File: src/assert_macros.svh
// Assertion helpers, clocked on i_clk and disabled while i_rst_n is low
`ifndef ASSERT_MACROS_SVH
`define ASSERT_MACROS_SVH

`ifndef SYNTH
// same-cycle implication
`define ASSERT_SAME(label, ante, cons, msg) \
    label: assert property (@(posedge i_clk) disable iff (!i_rst_n) (ante) |-> (cons)) \
        else $error(msg);
// next-cycle implication
`define ASSERT_NEXT(label, ante, cons, msg) \
    label: assert property (@(posedge i_clk) disable iff (!i_rst_n) (ante) |=> (cons)) \
        else $error(msg);
`else
`define ASSERT_SAME(label, ante, cons, msg)
`define ASSERT_NEXT(label, ante, cons, msg)
`endif

`endif

File: src/i2c_trb_pkg.sv
package i2c_trb_pkg;

    // buffer depth in bytes (1 to 255)
    localparam int BUFFER_SIZE = 32;
    localparam int IDX_W       = (BUFFER_SIZE > 1) ? $clog2(BUFFER_SIZE) : 1;
    localparam logic [7:0] BUF_SIZE_B = 8'(BUFFER_SIZE);

    // bus event codes
    typedef enum logic [2:0] {
        EV_WRITE_MATCH = 3'd0,
        EV_RX_ACK      = 3'd1,
        EV_RX_NACK     = 3'd2,
        EV_STOP        = 3'd3,
        EV_READ_MATCH  = 3'd4,
        EV_TX_ACK      = 3'd5,
        EV_TX_NACK     = 3'd6,
        EV_LAST        = 3'd7
    } t_event;

endpackage

File: src/i2c_trb_if.sv
// Event channel: one bus event per item
interface i2c_trb_ev_if;
    logic       valid;
    logic       ready;
    logic [2:0] event_req;
    logic [7:0] rx_byte;

    modport source (output valid, output event_req, output rx_byte, input ready);
    modport sink   (input valid, input event_req, input rx_byte, output ready);
endinterface

// Result channel: ack decision and transmit byte
interface i2c_trb_res_if;
    logic       valid;
    logic       ready;
    logic       ack_next;
    logic [7:0] tx_byte;
    logic       tx_valid;

    modport source (output valid, output ack_next, output tx_byte, output tx_valid,
                    input ready);
    modport sink   (input valid, input ack_next, input tx_byte, input tx_valid,
                    output ready);
endinterface

File: src/i2c_target_register_buffer_top.sv
// Path: an accepted event passes the input register, then the result register,
// where the result is held until o_out.ready takes it.
// Throughput: one event per cycle while results are taken; the result register lets
// the next event in while a finished result waits.
// Reset (synchronous, active low): clears the pointer, the pointer-pending flag,
// all buffer bytes and both valid flags.
`include "assert_macros.svh"

module i2c_target_register_buffer_top (
    input  logic           i_clk,
    input  logic           i_rst_n,
    i2c_trb_ev_if.sink     i_in,
    i2c_trb_res_if.source  o_out
);

    // input register
    logic                 r_in_valid;
    i2c_trb_pkg::t_event  r_ev;
    logic [7:0]           r_rx;

    // block state
    logic                 r_pending;
    logic [7:0]           r_ptr;
    logic [7:0]           r_store [i2c_trb_pkg::BUFFER_SIZE];

    // result register
    logic                 r_out_valid;
    logic                 r_ack;
    logic [7:0]           r_txb;
    logic                 r_txv;

    // next values
    logic                 n_pending;
    logic [7:0]           n_ptr;
    logic                 n_ack;
    logic [7:0]           n_txb;
    logic                 n_txv;
    logic                 n_wr_en;

    logic                 advance;
    logic                 in_range;
    logic [7:0]           rd_byte;
    logic [7:0]           rx_ptr;

    // stage moves when the result slot is free or being drained
    assign advance     = r_in_valid && (!r_out_valid || o_out.ready);
    assign i_in.ready  = !r_in_valid || advance;

    assign in_range = (r_ptr < i2c_trb_pkg::BUF_SIZE_B);
    assign rd_byte  = in_range ? r_store[r_ptr[i2c_trb_pkg::IDX_W-1:0]] : 8'd0;
    // pointer after a received byte
    assign rx_ptr   = r_pending ? r_rx : (r_ptr + 8'd1);

    // event decode
    always_comb begin
        n_pending = r_pending;
        n_ptr     = r_ptr;
        n_ack     = 1'b1;
        n_txb     = 8'd0;
        n_txv     = 1'b0;
        n_wr_en   = 1'b0;
        unique case (r_ev) inside
            i2c_trb_pkg::EV_WRITE_MATCH: begin
                n_pending = 1'b1;
            end
            i2c_trb_pkg::EV_RX_ACK, i2c_trb_pkg::EV_RX_NACK: begin
                n_pending = 1'b0;
                n_wr_en   = !r_pending && in_range;
                n_ptr     = rx_ptr;
                n_ack     = (rx_ptr != i2c_trb_pkg::BUF_SIZE_B);
                // nack past the end rewinds to the start
                if (r_ev == i2c_trb_pkg::EV_RX_NACK && rx_ptr > i2c_trb_pkg::BUF_SIZE_B) begin
                    n_ptr = 8'd0;
                    n_ack = 1'b1;
                end
            end
            i2c_trb_pkg::EV_READ_MATCH, i2c_trb_pkg::EV_TX_ACK: begin
                n_ack = (r_ptr != i2c_trb_pkg::BUF_SIZE_B);
                n_txb = rd_byte;
                n_txv = 1'b1;
                n_ptr = r_ptr + 8'd1;
            end
            default: begin
                n_ack = 1'b1;
            end
        endcase
    end

    // input register
    always_ff @(posedge i_clk) begin
        if (!i_rst_n) begin
            r_in_valid <= 1'b0;
        end else if (i_in.ready) begin
            r_in_valid <= i_in.valid;
        end
        if (i_in.valid && i_in.ready) begin
            r_ev <= i2c_trb_pkg::t_event'(i_in.event_req);
            r_rx <= i_in.rx_byte;
        end
    end

    // pointer, flag and buffer
    always_ff @(posedge i_clk) begin
        if (!i_rst_n) begin
            r_pending <= 1'b0;
            r_ptr     <= 8'd0;
            for (int i = 0; i < i2c_trb_pkg::BUFFER_SIZE; i++) begin
                r_store[i] <= 8'd0;
            end
        end else if (advance) begin
            r_pending <= n_pending;
            r_ptr     <= n_ptr;
            if (n_wr_en) begin
                r_store[r_ptr[i2c_trb_pkg::IDX_W-1:0]] <= r_rx;
            end
        end
    end

    // result register
    always_ff @(posedge i_clk) begin
        if (!i_rst_n) begin
            r_out_valid <= 1'b0;
        end else if (advance) begin
            r_out_valid <= 1'b1;
        end else if (o_out.ready) begin
            r_out_valid <= 1'b0;
        end
        if (advance) begin
            r_ack <= n_ack;
            r_txb <= n_txb;
            r_txv <= n_txv;
        end
    end

    assign o_out.valid    = r_out_valid;
    assign o_out.ack_next = r_ack;
    assign o_out.tx_byte  = r_txb;
    assign o_out.tx_valid = r_txv;

    // checks
    `ASSERT_SAME(a_txb_zero, r_out_valid && !r_txv, r_txb == 8'd0, "tx byte without transmit")
    `ASSERT_NEXT(a_wm_pending, advance && n_pending, r_pending, "pointer load not armed")
    `ASSERT_NEXT(a_ptr_hold, !advance, $stable(r_ptr) && $stable(r_pending), "state moved idle")
    `ASSERT_NEXT(a_tx_inc, advance && n_txv, r_ptr == $past(r_ptr) + 8'd1, "pointer not stepped")
    `ASSERT_NEXT(a_out_hold, r_out_valid && !o_out.ready, r_out_valid, "result dropped while stalled")

endmodule
File: src/flat_wrapper.sv
// flat-port wrapper written by rule: the top's interface ports become plain ports
module i2c_target_register_buffer_top_flat 
  (i_clk, i_rst_n, i_in_valid, i_in_event_req, i_in_rx_byte, i_in_ready, o_out_valid, o_out_ack_next, o_out_tx_byte, o_out_tx_valid, o_out_ready);
  i2c_trb_ev_if i_in_i ();
  i2c_trb_res_if o_out_i ();
  input  logic i_clk;
  input  logic i_rst_n;
  input wire logic [$bits(i_in_i.valid)-1:0] i_in_valid;
  input wire logic [$bits(i_in_i.event_req)-1:0] i_in_event_req;
  input wire logic [$bits(i_in_i.rx_byte)-1:0] i_in_rx_byte;
  output wire logic [$bits(i_in_i.ready)-1:0] i_in_ready;
  output wire logic [$bits(o_out_i.valid)-1:0] o_out_valid;
  output wire logic [$bits(o_out_i.ack_next)-1:0] o_out_ack_next;
  output wire logic [$bits(o_out_i.tx_byte)-1:0] o_out_tx_byte;
  output wire logic [$bits(o_out_i.tx_valid)-1:0] o_out_tx_valid;
  input wire logic [$bits(o_out_i.ready)-1:0] o_out_ready;
  assign i_in_i.valid = i_in_valid;
  assign i_in_i.event_req = i_in_event_req;
  assign i_in_i.rx_byte = i_in_rx_byte;
  assign i_in_ready = i_in_i.ready;
  assign o_out_valid = o_out_i.valid;
  assign o_out_ack_next = o_out_i.ack_next;
  assign o_out_tx_byte = o_out_i.tx_byte;
  assign o_out_tx_valid = o_out_i.tx_valid;
  assign o_out_i.ready = o_out_ready;
  i2c_target_register_buffer_top u_core (.i_clk(i_clk), .i_rst_n(i_rst_n), .i_in(i_in_i), .o_out(o_out_i));
endmodule
File: config.mk
export PLATFORM = sky130hd
export DESIGN_NAME = i2c_target_register_buffer_top_flat
export DESIGN_NICKNAME = d
export VERILOG_FILES = /design/src/i2c_trb_pkg.sv /design/src/i2c_trb_if.sv /design/src/i2c_target_register_buffer_top.sv /design/src/flat_wrapper.sv
export VERILOG_INCLUDE_DIRS = /design/src /design/src/src
export SDC_FILE = /design/constraint.sdc
export NUM_CORES = 1
export LEC_CHECK = 0
export BUFFER_PORTS_ARGS = -buffer_cell sky130_fd_sc_hd__buf_2
export CAP_MARGIN = 10
export CORE_ASPECT_RATIO = 1.2
export CORE_MARGIN = 3
export CORE_UTILIZATION = 30
export CTS_CLUSTER_SIZE = 28
export DETAILED_ROUTE_END_ITERATION = 10
export HOLD_SLACK_MARGIN = 0.1
export PLACE_DENSITY = 0.41
export RECOVER_POWER = 50
export SYNTH_ARGS = -nofsm -noshare
export SYNTH_HDL_FRONTEND = slang
export SYNTH_SLANG_ARGS = --single-unit
File: constraint.sdc
create_clock -name i_clk -period 4.1 [get_ports i_clk]
set_input_delay 0.82 -clock i_clk [delete_from_list [all_inputs] [get_ports i_clk]]
set_output_delay 0.82 -clock i_clk [all_outputs]
set_load 0.03 [all_outputs]
# ---- Word-level counts from Yosys, hierarchy flattened
# Memories as Yosys holds them, arrays and structs flattened. A register that Yosys moved wholly into a read port is not among the register bits.
# Index checks and enable logic that the tools add are counted.
dict set report word_totals {
  elab_cells 56
  mem_count 1
  ff_bits 24
  ramBits 256
  out_inout_bits 12
  inputBits 15
}
# name depth width read_ports rd_ports_with_merged_regs write_ports line
set mem_list {}
lappend mem_list {u_core.r_store 32 8 1 1 32 i2c_target_register_buffer_top.sv:24} ;# logic [7:0] r_store [i2c_trb_pkg::BUFFER_SIZE];
dict set report op_classes {
  n_lt_le_gt_ge 2
  reduce_logical 20
  mux 18
  n_eq_ne 6
  add_sub_neg 1
}
# operator count
set ops {}
lappend ops {{$mux 8} 3}
lappend ops {{$ne 8x6->1 const B} 2}
lappend ops {{$pmux 8 s2} 1}
lappend ops {{$mux 1} 11}
lappend ops {{$add 8x1->8 const B} 1}
lappend ops {{$gt 8x6->1 const B} 1}
lappend ops {{$lt 8x6->1 const B} 1}
lappend ops {{$reduce_or 8->1} 1}
lappend ops {{$eq 3x3->1 const B} 2}
lappend ops {{$reduce_and 2->1} 3}
lappend ops {{$reduce_bool 2->1} 3}
lappend ops {{$mux 5} 1}
lappend ops {{$logic_and 1x1->1} 4}
lappend ops {{$logic_not 1->1} 4}
lappend ops {{$pmux 1 s2} 2}
lappend ops {{$reduce_or 2->1} 2}
lappend ops {{$eq 3x1->1 const B} 1}
lappend ops {{$eq 3x2->1 const B} 1}
lappend ops {{$logic_not 3->1} 1}
lappend ops {{$logic_or 1x1->1} 2}

# ---- Longest topological paths before layout
dict set report logic_depth {
  depth_word 9
  depth_mapped 10
  depth_no_buf 7
}

# ---- Least setup slack after synthesis
# No wires, ideal clock.
dict set report synth_path {
  path_kind {input port to flip-flop}
  startpoint {in o_out_ready}
  endpoint {mem u_core.r_store[21][0], enable pin}
  path_stages 6
  required_time_ns 3.716
  path_slack_ns 1.173
  arrival_ns 2.543
  setup_ns 0.384
  n_path_buf 1
  cell_sequence {nor2b_1 -> nand4b_1 -> nor4_4 -> nand2_1 -> buf_4 -> o21ai_0}
}
# element line
set synth_rtl {}
lappend synth_rtl {{start, declared} flat_wrapper.sv:16} ;# input wire logic [$bits(o_out_i.ready)-1:0] o_out_ready;
lappend synth_rtl {{end, declared} i2c_target_register_buffer_top.sv:24}

# ---- Final worst setup path
dict set report layout_path {
  startpoint {reg u_core.r_ptr[0]}
  endpoint {reg u_core.r_txb[7], in the netlist u_core.o_out.tx_byte[7], read port of u_core.r_store, data pin}
}
dict set report layout_via {
  elab_chain_len 3
}
# element line
set layout_rtl {}
lappend layout_rtl {{start, declared} i2c_target_register_buffer_top.sv:23} ;# logic [7:0] r_ptr;
lappend layout_rtl {{start signal, assigned} i2c_target_register_buffer_top.sv:112} ;# r_ptr <= n_ptr;
lappend layout_rtl {{$lt 8x6->1} i2c_target_register_buffer_top.sv:49} ;# assign in_range = (r_ptr < i2c_trb_pkg::BUF_SIZE_B);
lappend layout_rtl {{$reduce_and 2->1 (no source line)} -}
lappend layout_rtl {{$logic_not 1->1 (no source line)} -}
lappend layout_rtl {{end, declared} i2c_target_register_buffer_top.sv:29} ;# logic [7:0] r_txb;
# Several ways; a longest one is shown, not always the timed one.
# A chain may end at the register's enable or synchronous reset.

==> reports/metrics.yaml <==
crit_required_ps: 4350
clock_tree.buffer_depth: 3
hold_slack_ps: 471.9
synth_top_area_share_pct: 62.49
path_class: "flop to flop"
worst_setup_path_start_kind: "flop"
gp_congestion: 0.7592
layout.nets: 986
failed_checks: "max-capacitance violations, max-slew violations"
syn-num-nets: 934
totalWireLength_um: 36020
boundary_pins: 27
setup_viol_count_final: 0
most_repeated_cell_in_the_gate_level_netlist_after_synthesis: "edfxtp_1"
detailroute.via_count: 7540
floorplan.core_area_mm2: 0.04331
synth.yosys.warnings: 0
cts_setup_buffers: 0
setup_ws_ps: 717.1
initial_antenna_violation_count: 0
grt_setup_unrepaired: "no"
endpoint_kind: "flop"
cts_buffers: 35
grt_pass1_wl_um: 53540
dpl.hpwl_um: 22400
first_global_vias: 8004
drive_above_1_share_pct: 17.36
h-tree-depth: 2
clkLatencyLatePin_ps: 530
synth.cells.most_frequent: "edfxtp_1, and2_1, mux4_2, clkbuf_1, o21ai_0"
final_period_minus_worst_setup_slack_ps: 3383
max_slew_margin_pct: -2.222
row_cnt: 83
power.total_uw: 6650
holdCritPathClass: "input port to flop"
dp_slack_ps: 935.4
synth_flop_cell: "edfxtp_1"
yosysTopAreaCell: "edfxtp_1"
placed_cells_incl_taps: 1482
grt_start_max_net_pins: 42
yosysSeqAreaShare_pct: 64.15
drtIter0Drc: 528
maxSlewViolCount: 41
placement.io_buffers: 26
post_synthesis_cell_type_count: 49
cts_resized: 0
max_stage_delay_ps: 1350
root_driver: "clkbuf_16"
chipWidth_um: 198.3
antenna-diode-count: 0
worst-path-buf-inv: 0
area_taken_by_flip_flops_and_latches_mm2: 0.008543
drcViolationCount: 0
grt_overflow_total: 0
register_bit_count_reported_by_yosys: 288
grt_util_all_layers_pct: 15.56
synth.cell_area_mm2: 0.01331
timing_worst_slew_pin_value_ps: 1533
filler_cell_count: 4156
vias_per_cell: 4.887
ys_top_cells_by_area: "edfxtp_1, and2_1, mux4_2, dfxtp_1, o21ai_0"
multiInputGateArea_mm2: 0.004405
post_synth_inst_count: 915
cp_top_family: "flip-flops"
max-cap-violations: 1
max_clk_rate_mhz: 295.6
irDropWorstVdd_uv: 276.0
power.leakage_uw: 0.005166
finalHoldViolCount: 0
status: "complete, but fails checks"
number_of_enable_type_register_cells_in_the_synthesized_netlist: 277
cts_tree: "yes"
path_cells: "mux4_2, a22o_1, a221oi_1, a31oi_1"
avgRoutedWirePerCell_um: 23.35
initial_cell_density_of_the_core_pct: 30.74
postCtsHoldBufs: 0
worstPathArrival_ps: 3630
layoutNonFillerInstCount: 1543
areaGrowthSynthToFinish_pct: 13.96
final.setup_skew_ps: 21.47
syn-mean-instance-area_um2: 14.55
path_clk_slew_ps: 60
critical_path_slowest_stage_cell: "dfxtp_2"
fraction_of_synthesis_flops_using_an_asynchronous_set_or_reset_pin_pct: 0
power_per_cell_area_mw_per_mm2: 438.4
die-height_um: 236.7
floorplan.die_area_mm2: 0.04694
detailedRoute.firstPassIterationCount: 5
fin_setup_tns_ps: 0
clock_sinks: 288
final_antenna_net_count: 0
timing.critical_path.fanout_max: 41
post-route-period-util_pct: 82.51
[sequential cells by signal (all words and copies together), names as in the netlist]
name                   flops
u_core.r_store           256
u_core.o_out.tx_byte       8
u_core.r_ptr               8
u_core.r_rx                8
u_core.r_ev                3
u_core.o_out.ack_next      1
u_core.o_out.tx_valid      1
u_core.o_out.valid         1
u_core.r_in_valid          1
u_core.r_pending           1
[final timing paths]
path                                        from                                    end  slack, ps  cells after the start
setup / recovery    u_core.r_ptr[0]$_SDFFE_PN0P_  u_core.o_out.tx_byte[7]$_SDFFCE_PN0P_        720                      4
hold / removal                   i_in_rx_byte[1]               u_core.r_rx[1]$_DFFE_PP_        470                      1
setup reg to reg    u_core.r_ptr[0]$_SDFFE_PN0P_  u_core.o_out.tx_byte[7]$_SDFFCE_PN0P_        720                      4
hold reg to reg   u_core.r_in_valid$_SDFFE_PN0N_        u_core.o_out.valid$_SDFFE_PN0P_        540                      2
[stage by stage]
stage / area (µm²) / utilization [%]
finish: 15170 / 35.03
global route: 15170 / 35.03
CTS: 15310 / 35.35
detailed placement: 14280 / 32.98
global placement: 14280 / 32.98
floorplan: 13310 / -
[cell type report]
type / count / share of cell area [%]
tap: 552 / 4.553
clock inverter: 17 / 0.6269
clock buffer: 44 / 6.137
sequential: 288 / 56.32
inverter: 5 / 0.1237
multi-input combinational: 555 / 29.04
timing repair buffer: 82 / 3.192
[per-layer routing]
metal | GRT usage, % | vias up | part of all wire [%]
li1 | - | 3523 | -
met1 | 20.82 | 3786 | 44
met2 | 24.89 | 155 | 47
met3 | 3.259 | 76 | 4.7
met4 | 5.900 | 0 | 3.8
met5 | 0 | - | 0
[kinds of logic after synthesis]
kind of cell    Yosys count  share of synthesized area [%]
fa+ha+maj                 4                         0.3760
simple gates            372                          16.74
xor+xnor                  3                         0.1974
buf+inv                  72                          2.303
flops                   288                          64.15
mux                      66                          10.98
compound gates          110                          5.255
[placed cells by master, fill, tap and decap left out, types with 6 or more instances in the layout]
| master | count |
|---|---|
| clkbuf_1 | 37 |
| clkbuf_16 | 36 |
| edfxtp_1 | 277 |
| nor3_1 | 6 |
| nor2_1 | 49 |
| and2_0 | 63 |
| nand3_1 | 6 |
| o21ai_0 | 43 |
| or3_1 | 7 |
| dfxtp_1 | 9 |
| buf_4 | 38 |
| a22oi_1 | 18 |
| nand2_1 | 22 |
| a31oi_1 | 13 |
| buf_2 | 14 |
| a221oi_1 | 8 |
| clkinv_2 | 8 |
| and2_1 | 198 |
| clkinv_1 | 7 |
| mux4_2 | 64 |
| a21oi_1 | 10 |
| a22o_1 | 8 |
[report_power, final]
group | switching, µW | total [µW] | internal, µW
clock | 1220 | 2830 | 1610
sequential | 59.5 | 3380 | 3320
combinational | 276 | 442 | 165
total | 1550 | 6650 | 5100
Power figures use the tool's default switching activity.
